==> src/rtl/cdtdn_pkg.sv <==
// shared types, constants and month tables for the civil date to day number block
package cdtdn_pkg;

    localparam int MONTH_W = 4;
    localparam int DAY_W   = 5;
    localparam int DN_W    = 25;
    localparam int DOY_W   = 9;
    localparam int YOE_W   = 9;
    localparam int DOE_W   = 18;
    localparam int REM_W   = 5;

    localparam logic [MONTH_W-1:0] MONTH_JAN = 4'd1;
    localparam logic [MONTH_W-1:0] MONTH_FEB = 4'd2;
    localparam logic [MONTH_W-1:0] MONTH_DEC = 4'd12;

    localparam logic [DOE_W-1:0] ERA_DAYS    = 18'd146097;
    localparam logic [DN_W-1:0]  EPOCH_SHIFT = 25'd719468;
    localparam logic [DOE_W-1:0] YEAR_DAYS   = 18'd365;
    localparam logic [REM_W-1:0] CENT_QUADS  = 5'd25;

    typedef struct packed {
        logic             ok_base;
        logic             feb29;
        logic [DOY_W-1:0] doy;
    } date_chk_t;

    // month length outside leap years, zero for codes that are no month
    function automatic logic [DAY_W-1:0] month_len(input logic [MONTH_W-1:0] m);
        logic [DAY_W-1:0] len;
        case (m)
            4'd1, 4'd3, 4'd5, 4'd7, 4'd8, 4'd10, 4'd12: len = 5'd31;
            4'd4, 4'd6, 4'd9, 4'd11:                    len = 5'd30;
            4'd2:                                       len = 5'd28;
            default:                                    len = 5'd0;
        endcase
        return len;
    endfunction

    // first day of the month within a year that starts on march 1
    function automatic logic [DOY_W-1:0] month_start(input logic [MONTH_W-1:0] m);
        logic [DOY_W-1:0] s;
        case (m)
            4'd3:    s = 9'd0;
            4'd4:    s = 9'd31;
            4'd5:    s = 9'd61;
            4'd6:    s = 9'd92;
            4'd7:    s = 9'd122;
            4'd8:    s = 9'd153;
            4'd9:    s = 9'd184;
            4'd10:   s = 9'd214;
            4'd11:   s = 9'd245;
            4'd12:   s = 9'd275;
            4'd1:    s = 9'd306;
            4'd2:    s = 9'd337;
            default: s = 9'd0;
        endcase
        return s;
    endfunction

endpackage

==> src/rtl/cdtdn_date_check.sv <==
// month and day range check and day of the march-based year
module cdtdn_date_check
    import cdtdn_pkg::*;
(
    input  logic [MONTH_W-1:0] month,
    input  logic [DAY_W-1:0]   day_of_month,
    output date_chk_t          chk
);

    logic month_ok;
    logic day_ok;

    assign month_ok = (month >= MONTH_JAN) && (month <= MONTH_DEC);
    assign day_ok   = (day_of_month != '0) && (day_of_month <= month_len(month));

    always_comb begin
        chk.ok_base = month_ok && day_ok;
        // feb 29 passes only once the leap test is known further down
        chk.feb29   = (month == MONTH_FEB) && (day_of_month == 5'd29);
        chk.doy     = month_start(month) + DOY_W'(day_of_month) - 9'd1;
    end

endmodule

==> src/rtl/civil_date_to_day_number.sv <==
// top level: pipelined proleptic gregorian date to day number converter
//
//  channel | ports                                     | direction
//  s_      | s_year, s_month, s_day_of_month           | in,  valid/ready
//  m_      | m_date_valid, m_day_number                | out, valid/ready
//
// six register stages: one date per cycle while m_ready holds.
// era split is yy>>>4 then a reciprocal multiply by 1/25 with one correction;
// era times 146097 has its own stage.
// each stage holds while the one after it is full and stalled, so bubbles close.
// aresetn clears the valid bits only.
module civil_date_to_day_number
    import cdtdn_pkg::*;
#(
    parameter int YEAR_BITS = 16
) (
    input  logic                        aclk,
    input  logic                        aresetn,
    input  logic                        s_valid,
    output logic                        s_ready,
    input  logic signed [YEAR_BITS-1:0] s_year,
    input  logic [MONTH_W-1:0]          s_month,
    input  logic [DAY_W-1:0]            s_day_of_month,
    output logic                        m_valid,
    input  logic                        m_ready,
    output logic                        m_date_valid,
    output logic signed [DN_W-1:0]      m_day_number
);

    localparam int YY_W  = YEAR_BITS + 1;
    localparam int UB    = YEAR_BITS - 4;
    localparam int QB    = UB - 4;
    localparam int ERA_W = UB + 1;
    localparam int PR_W  = UB + QB;
    localparam logic [QB-1:0] RECIP = QB'((2 ** UB) / 25);

    // stage enables, each stage loads when empty or when the next one loads
    logic en1, en2, en3, en4, en5, en_out;

    // ---------------- stage 1: checks, shifted year, magnitude for the divide
    date_chk_t chk;

    cdtdn_date_check u_check (
        .month        (s_month),
        .day_of_month (s_day_of_month),
        .chk          (chk)
    );

    logic signed [YY_W-1:0]   yy;
    logic signed [YY_W-5:0]   yy_div16;
    logic                     v1_reg, v1_next;
    date_chk_t                chk1_reg, chk1_next;
    logic                     neg1_reg, neg1_next;
    logic [UB-1:0]            mag1_reg, mag1_next;
    logic [3:0]               low1_reg, low1_next;

    always_comb begin
        yy        = YY_W'(s_year) - ((s_month <= MONTH_FEB) ? YY_W'(1) : YY_W'(0));
        yy_div16  = yy[YY_W-1:4];
        v1_next   = en1 ? s_valid : v1_reg;
        chk1_next = chk;
        neg1_next = yy[YY_W-1];
        // floor of a negative quotient comes from the complement of the magnitude
        mag1_next = yy[YY_W-1] ? ~yy_div16[UB-1:0] : yy_div16[UB-1:0];
        low1_next = yy[3:0];
    end

    // ---------------- stage 2: reciprocal product
    logic            v2_reg, v2_next;
    date_chk_t       chk2_reg;
    logic            neg2_reg;
    logic [UB-1:0]   mag2_reg;
    logic [3:0]      low2_reg;
    logic [PR_W-1:0] prod2_reg, prod2_next;

    always_comb begin
        v2_next    = en2 ? v1_reg : v2_reg;
        prod2_next = PR_W'(mag1_reg) * PR_W'(RECIP);
    end

    // ---------------- stage 3: quotient correction
    logic [QB-1:0]    q_est;
    logic [UB-1:0]    rem_full;
    logic [5:0]       rem_est;
    logic             rem_big;
    logic             v3_reg, v3_next;
    date_chk_t        chk3_reg;
    logic             neg3_reg;
    logic [3:0]       low3_reg;
    logic [QB-1:0]    q3_reg, q3_next;
    logic [REM_W-1:0] rem3_reg, rem3_next;

    always_comb begin
        q_est     = prod2_reg[PR_W-1:UB];
        rem_full  = mag2_reg - UB'(q_est) * UB'(CENT_QUADS);
        rem_est   = rem_full[5:0];
        rem_big   = rem_est >= 6'(CENT_QUADS);
        v3_next   = en3 ? v2_reg : v3_reg;
        q3_next   = rem_big ? q_est + QB'(1) : q_est;
        rem3_next = rem_big ? REM_W'(rem_est - 6'(CENT_QUADS)) : rem_est[REM_W-1:0];
    end

    // ---------------- stage 4: era, year of era, leap test, day of era
    logic [REM_W-1:0]        rt;
    logic [YOE_W-1:0]        yoe;
    logic [1:0]              cents;
    logic                    leap;
    logic                    v4_reg, v4_next;
    logic                    ok4_reg, ok4_next;
    logic signed [ERA_W-1:0] era4_reg, era4_next;
    logic [DOE_W-1:0]        doe4_reg, doe4_next;

    always_comb begin
        rt    = neg3_reg ? (CENT_QUADS - 5'd1 - rem3_reg) : rem3_reg;
        yoe   = {rt, low3_reg};
        cents = 2'((yoe >= 9'd100) ? 1 : 0) + 2'((yoe >= 9'd200) ? 1 : 0)
              + 2'((yoe >= 9'd300) ? 1 : 0);
        // a february date sits in the year before, so the leap year is yoe + 1
        leap  = (yoe[1:0] == 2'b11) && (yoe != 9'd99) && (yoe != 9'd199) && (yoe != 9'd299);
        v4_next   = en4 ? v3_reg : v4_reg;
        ok4_next  = chk3_reg.ok_base || (chk3_reg.feb29 && leap);
        era4_next = neg3_reg ? ~ERA_W'(q3_reg) : ERA_W'(q3_reg);
        doe4_next = DOE_W'(yoe) * YEAR_DAYS + DOE_W'(yoe[YOE_W-1:2]) - DOE_W'(cents)
                  + DOE_W'(chk3_reg.doy);
    end

    // ---------------- stage 5: era days
    logic                  v5_reg, v5_next;
    logic                  ok5_reg;
    logic [DOE_W-1:0]      doe5_reg;
    logic [DN_W-1:0]       era_ext;
    logic [DN_W-1:0]       eday5_reg, eday5_next;

    always_comb begin
        era_ext    = DN_W'(era4_reg);
        v5_next    = en5 ? v4_reg : v5_reg;
        eday5_next = era_ext * DN_W'(ERA_DAYS);
    end

    // ---------------- output stage
    logic                   m_valid_reg, m_valid_next;
    logic                   m_date_valid_reg, m_date_valid_next;
    logic signed [DN_W-1:0] m_day_number_reg, m_day_number_next;

    always_comb begin
        m_valid_next      = en_out ? v5_reg : m_valid_reg;
        m_date_valid_next = ok5_reg;
        m_day_number_next = ok5_reg ? (eday5_reg + DN_W'(doe5_reg) - EPOCH_SHIFT) : '0;
    end

    assign m_valid      = m_valid_reg;
    assign m_date_valid = m_date_valid_reg;
    assign m_day_number = m_day_number_reg;

    // ---------------- stall chain
    assign en_out  = !m_valid || m_ready;
    assign en5     = !v5_reg || en_out;
    assign en4     = !v4_reg || en5;
    assign en3     = !v3_reg || en4;
    assign en2     = !v2_reg || en3;
    assign en1     = !v1_reg || en2;
    assign s_ready = en1;

    // ---------------- registers
    always_ff @(posedge aclk) begin
        if (!aresetn) begin
            v1_reg      <= 1'b0;
            v2_reg      <= 1'b0;
            v3_reg      <= 1'b0;
            v4_reg      <= 1'b0;
            v5_reg      <= 1'b0;
            m_valid_reg <= 1'b0;
        end else begin
            v1_reg      <= v1_next;
            v2_reg      <= v2_next;
            v3_reg      <= v3_next;
            v4_reg      <= v4_next;
            v5_reg      <= v5_next;
            m_valid_reg <= m_valid_next;
        end
    end

    always_ff @(posedge aclk) begin
        if (en1) begin
            chk1_reg <= chk1_next;
            neg1_reg <= neg1_next;
            mag1_reg <= mag1_next;
            low1_reg <= low1_next;
        end
        if (en2) begin
            chk2_reg  <= chk1_reg;
            neg2_reg  <= neg1_reg;
            mag2_reg  <= mag1_reg;
            low2_reg  <= low1_reg;
            prod2_reg <= prod2_next;
        end
        if (en3) begin
            chk3_reg <= chk2_reg;
            neg3_reg <= neg2_reg;
            low3_reg <= low2_reg;
            q3_reg   <= q3_next;
            rem3_reg <= rem3_next;
        end
        if (en4) begin
            ok4_reg  <= ok4_next;
            era4_reg <= era4_next;
            doe4_reg <= doe4_next;
        end
        if (en5) begin
            ok5_reg   <= ok4_reg;
            doe5_reg  <= doe4_reg;
            eday5_reg <= eday5_next;
        end
        if (en_out) begin
            m_date_valid_reg <= m_date_valid_next;
            m_day_number_reg <= m_day_number_next;
        end
    end

endmodule
==> config.mk <==
export PLATFORM = sky130hd
export DESIGN_NAME = civil_date_to_day_number
export DESIGN_NICKNAME = d
export VERILOG_FILES = /design/src/rtl/cdtdn_pkg.sv /design/src/rtl/cdtdn_date_check.sv /design/src/rtl/civil_date_to_day_number.sv
export SDC_FILE = /design/constraint.sdc
export NUM_CORES = 1
export LEC_CHECK = 0
export BUFFER_PORTS_ARGS = -buffer_cell sky130_fd_sc_hd__buf_4
export CAP_MARGIN = 20
export CORE_ASPECT_RATIO = 0.8
export CORE_UTILIZATION = 45
export DETAILED_ROUTE_END_ITERATION = 12
export GPL_TIMING_DRIVEN = 0
export SYNTH_ARGS = -nofsm -noshare
export SYNTH_HDL_FRONTEND = slang
export SYNTH_SLANG_ARGS = --single-unit
==> constraint.sdc <==
create_clock -name aclk -period 6.8 [get_ports aclk]
set_input_delay 0.68 -clock aclk [delete_from_list [all_inputs] [get_ports aclk]]
set_output_delay 0.68 -clock aclk [all_outputs]
set_load 0.02 [all_outputs]
==> results of run 1 <==
==> worst max-delay path by stage <==
stage                         endpoint  slack (ps)  cells after the start
final                     doe4_reg[16]         420                     29
after global routing      doe4_reg[16]          30                     28
after CTS                 doe4_reg[16]          20                     29
after detailed placement  doe4_reg[16]        -460                     29
after global placement    doe4_reg[16]        -350                     29
after floorplan           doe4_reg[16]         720                     29
==> what timing repair did <==
item	CTS	global route
buffers inserted	2	2
endpoints found under the hold margin	0	0
gates resized for setup	6	7
setup endpoints to repair	4	3
==> cells by family after synthesis <==
kind of cell             count (synthesis)  synth area share [%]
AO/OA/AOI/OAI                          184                  7.18
multiplexers                             7                 0.437
buffers and inverters                  288                  6.70
adder cells (fa/ha/maj)                404                  36.1
flip-flops                             191                  34.8
XOR/XNOR                               124                  6.70
AND/OR/NAND/NOR                        258                  8.13
==> area by class of cell <==
| class | count | area [µm²] | area share, % |
|---|---|---|---|
| multi-input cells | 977 | 9610 | 53.0 |
| clock buffers | 20 | 437 | 2.41 |
| well taps | 472 | 591 | 3.26 |
| clock inverters | 12 | 136 | 0.753 |
| flip-flops and latches | 191 | 5680 | 31.3 |
| plain buffers | 12 | 62.6 | 0.345 |
| inverters | 276 | 1040 | 5.74 |
| repair buffers | 65 | 568 | 3.14 |
==> worst max-delay path, delay by kind of cell, from the launching register on <==
family                     cells  cell delay [ps]
AOI/OAI and AO/OA              6             1290
xor gates and xnor gates       2              330
adders and majority gates      9             2840
buffers and inverters          9              820
DFF                            1              420
and+or+nand+nor                3              460
==> through the flow <==
stage                     TNS [ps]  instance area [µm²]  hold WS (ps)  util (%)  cells
after floorplan                  0                16300           400         -   1456
after global placement        -615                17300           400      49.2   1984
after detailed placement      -899                17400           405      49.4   1988
after CTS                        0                18000           419      51.2   2022
after global routing             0                18100           422      51.4   2025
final                            0                18100           417      51.4   2025
==> layer usage <==
metal	up-vias	routed length (µm)	track usage (%)
met3	27	739	2.97
li1	5123	-	-
met1	4563	13800	21.0
met4	0	418	4.81
met5	-	0	0
met2	108	12600	27.5
==> cell usage in the layout (no fill, tap or decap), types with 7 or more instances in the layout <==
master / Yosys / routed
or3_1: 9 / 9
and3_1: 11 / 11
inv_1: 275 / 274
a211oi_1: 8 / 7
a21oi_1: 53 / 53
nor3_1: 20 / 20
nand2_1: 58 / 57
fa_1: 111 / 111
edfxtp_1: 185 / 185
nand2b_1: 16 / 16
ha_1: 293 / 293
nor2_1: 47 / 47
xor2_1: 35 / 35
buf_4: 0 / 60
a21o_1: 13 / 13
nor2b_1: 16 / 15
clkbuf_16: 0 / 17
nand3_1: 19 / 19
nand4_1: 15 / 15
clkbuf_1: 6 / 8
o21a_1: 16 / 16
o21ai_0: 36 / 36
xnor2_1: 88 / 86
a31oi_1: 12 / 12
o21bai_1: 10 / 10
and2_1: 22 / 22
==> results.json, run 1 <==
{
  "outcome": "finished clean",
  "clk_pin_slew_worst_paths_ps": 70,
  "io_buffer_count": 56,
  "drc": 0,
  "worst-path-max-fanout": 6,
  "insertion_delay_ps": 450,
  "antenna_found_initial": 0,
  "slowest_stage": "fa_1",
  "slew_headroom_pct": 34.6,
  "drive_gt1_share_pct": 7.92,
  "die_width_um": 215,
  "endpoint_kind": "register",
  "die_y_um": 172,
  "root_buffer": "clkbuf_16",
  "grt-ovfl-total": 0,
  "grt_usage_pct": 16.1,
  "cts_buffers": 17,
  "rrSetupSlack_ps": 420,
  "worstSetupPathType": "register to register",
  "synthFlopType": "edfxtp_1",
  "timing.rr.start": "rem3_reg[0]",
  "ys_types": 64,
  "synth_top_area_share_pct": 34.0,
  "slowest_delay_ps": 600,
  "fin_crit_sh_pct": 93.8,
  "nets": 1973,
  "startpoint_type": "register",
  "start_util_pct": 46.3,
  "maxCapViolations": 0,
  "synth_area_um2": 16300,
  "grt_pass1_vias": 10000,
  "finalCriticalPeriod_ps": 6380,
  "drv_slew": 0,
  "synth-seq-area-share_pct": 34.8,
  "cts_buffer_depth": 2,
  "dr.pass1.iters": 5,
  "grt_max_degree": 43,
  "cts_tree": "yes",
  "synth_edf_count": 185,
  "syn_avg_cell_area_um2": 11.2,
  "synthTopCellsByCount": "293 x ha_1, 275 x inv_1, 185 x edfxtp_1",
  "hp-class": "register to register",
  "max_freq_ghz": 0.157,
  "grt_pass1_wl_um": 47700,
  "vias_per_cell": 4.85,
  "antenna_cells": 0,
  "reg2regPathDepth": 29,
  "wirelength_um": 27600,
  "dp_hpwl_um": 22800,
  "fin_worst_skew_ps": 9.50,
  "arrival_ps": 6590,
  "core-area_um2": 35300,
  "synth_top_area_cell": "edfxtp_1",
  "async_flop_share_pct": 0,
  "rr_endpoint": "doe4_reg[16]",
  "rows": 61,
  "worst_pin_slew_ps": 981,
  "die_area_um2": 37000,
  "clock-sinks": 191,
  "place_ws_ps": -464,
  "syn_inst": 1456,
  "whs_path_depth": 0,
  "ctsHtreeMaxLevel": 4,
  "postCtsHoldBufs": 0,
  "hold_start": "chk1_reg[0]",
  "yosysMostFrequentCell": "ha_1",
  "synthesis.nets": 1889,
  "synthToLayoutAreaGrowth_pct": 11.0,
  "yosysWarnings": 0,
  "required_ps": 7010,
  "io_pins": 57,
  "fill_cells": 3198,
  "synth-seq-cells": 191,
  "rsz0062_at_grt": "no",
  "critPathLaunch": "rem3_reg[0]",
  "vias": 9821,
  "synthTopCellsByArea": "edfxtp_1 34%, ha_1 22%, fa_1 14%",
  "dr.first_iter.drc_count": 279,
  "holdPathEnd": "chk2_reg[0]",
  "setup_slack_ps": 420,
  "finalHoldViolations": 0,
  "ant_nets": 0,
  "cp_common_cell": "inv_1",
  "routabilityCongestion": 0.911,
  "finalSetupViolations": 0,
  "avgRoutedWirePerCell_um": 13.6
}
Power of run 1 is left out: the tool's default activity adds up to more than one toggle a clock period on the data nets, which glitch-free logic cannot reach.
==> inputs of run 2 (changes only) <==
- BUFFER_PORTS_ARGS: -buffer_cell sky130_fd_sc_hd__buf_4 -> -buffer_cell sky130_fd_sc_hd__buf_2
- CORE_MARGIN: default -> 2
- clock period: 6.8 -> 6.6 ns (I/O delays scaled with it)
==> run 2 against run 1 <==
  * Clock skew barely moved
  * Final cell count rose by 0.79%
  * Utilization fell by 1.1 points
  * Register-to-register slack improved by 50 ps
==> results.json, run 2 (synthesis results as in run 1) <==
{
  "postCtsHoldBufs": 0,
  "vias_per_cell": 4.85,
  "grt_pass1_vias": 9872,
  "dr.first_iter.drc_count": 352,
  "wirelength_um": 27400,
  "die_y_um": 174,
  "arrival_ps": 6340,
  "worst-path-stages": 27,
  "synthToLayoutAreaGrowth_pct": 10.4,
  "reg2regPathDepth": 27,
  "layout_commonest_cell": "ha_1",
  "required_ps": 6810,
  "endpoint_kind": "register",
  "rows": 62,
  "worstSetupPathType": "register to register",
  "core-area_um2": 35800,
  "dp_hpwl_um": 22400,
  "finalHoldViolations": 0,
  "multi_input_area_um2": 9600,
  "start_util_pct": 45.5,
  "insertion_delay_ps": 460,
  "outcome": "finished clean",
  "final_cell_mix": "293 x ha_1, 273 x inv_1, 185 x edfxtp_1",
  "fill_cells": 3269,
  "drc": 0,
  "cts_buffer_depth": 2,
  "place_ws_ps": -527,
  "holdPathEnd": "chk2_reg[10]",
  "max_freq_ghz": 0.163,
  "fin_crit_sh_pct": 92.9,
  "timing.rr.start": "rem3_reg[1]",
  "root_buffer": "clkbuf_16",
  "crit_family": "adder cells",
  "rr_endpoint": "doe4_reg[16]",
  "whs_path_depth": 0,
  "slowest_stage": "fa_1",
  "hp-class": "register to register",
  "nets": 1981,
  "drive_gt1_share_pct": 8.46,
  "dr.pass1.iters": 4,
  "vias": 9901,
  "antenna_found_initial": 0,
  "setup_slack_ps": 468,
  "avgRoutedWirePerCell_um": 13.4,
  "cts_buffers": 17,
  "antenna_cells": 0,
  "startpoint_type": "register",
  "cts_tree": "yes",
  "die_width_um": 217,
  "grt_usage_pct": 15.6,
  "grt_pass1_wl_um": 47100,
  "io_pins": 57,
  "die_area_um2": 37800,
  "fin_worst_skew_ps": 9.63,
  "ant_nets": 0,
  "slowest_delay_ps": 580,
  "grt_max_degree": 42,
  "clk_pin_slew_worst_paths_ps": 70,
  "drv_slew": 0,
  "worst-path-max-fanout": 8,
  "maxCapViolations": 0,
  "finalSetupViolations": 0,
  "hold_start": "chk1_reg[10]",
  "ctsHtreeMaxLevel": 4,
  "slew_headroom_pct": 33.7,
  "critPathBufInv": 7,
  "clock-sinks": 191,
  "rsz0062_at_grt": "no",
  "rrSetupSlack_ps": 470,
  "cp_common_cell": "inv_1",
  "final-seq-area_um2": 5680,
  "finalCriticalPeriod_ps": 6130,
  "io_buffer_count": 56,
  "routabilityCongestion": 0.859,
  "worst_pin_slew_ps": 994,
  "grt-ovfl-total": 0
}
## run 2: timing repair
| item | CTS | global route |
|---|---|---|
| hold endpoints to repair | 0 | 0 |
| setup buffers | 3 | 9 |
| gates resized for setup | 6 | 5 |
| pin swaps | 1 | 2 |
| setup endpoints to repair | 5 | 2 |
| gates cloned | 0 | 0 |
## run 2: cell type report
class | instances | area share (%)
repair buffers | 73 | 2.71
clock buffers | 20 | 2.42
well taps | 480 | 3.33
plain buffers | 12 | 0.333
multi-input cells | 977 | 53.3
flip-flops and latches | 191 | 31.5
clock inverters | 12 | 0.625
inverters | 276 | 5.77
## run 2: through the flow
step	cell area (µm²)	setup TNS (ps)	cells	utilization, %	hold slack [ps]
finish	18000	0	2041	50.3	415
global route	18000	0	2041	50.3	424
CTS	17900	0	2030	49.9	417
detailed placement	17300	-1290	1995	48.2	405
global placement	17200	-1190	1992	48.0	401
floorplan	16300	0	1456	-	400
## run 2: per-layer routing
metal,vias to the layer above,routed length [µm],GRT usage (%)
li1,5140,-,-
met2,119,12400,25.2
met3,33,766,2.87
met1,4609,13800,21.1
met4,0,520,5.42
met5,-,0,0
## run 2: how the worst max path moves through the flow
stage                         endpoint   startpoint
final                     doe4_reg[16]  rem3_reg[1]
after global routing      doe4_reg[16]  rem3_reg[0]
after CTS                 doe4_reg[16]  rem3_reg[1]
after detailed placement  doe4_reg[16]  rem3_reg[0]
after global placement    doe4_reg[16]  rem3_reg[0]
after floorplan           doe4_reg[16]  rem3_reg[0]
Power of run 2 is left out for the same reason.
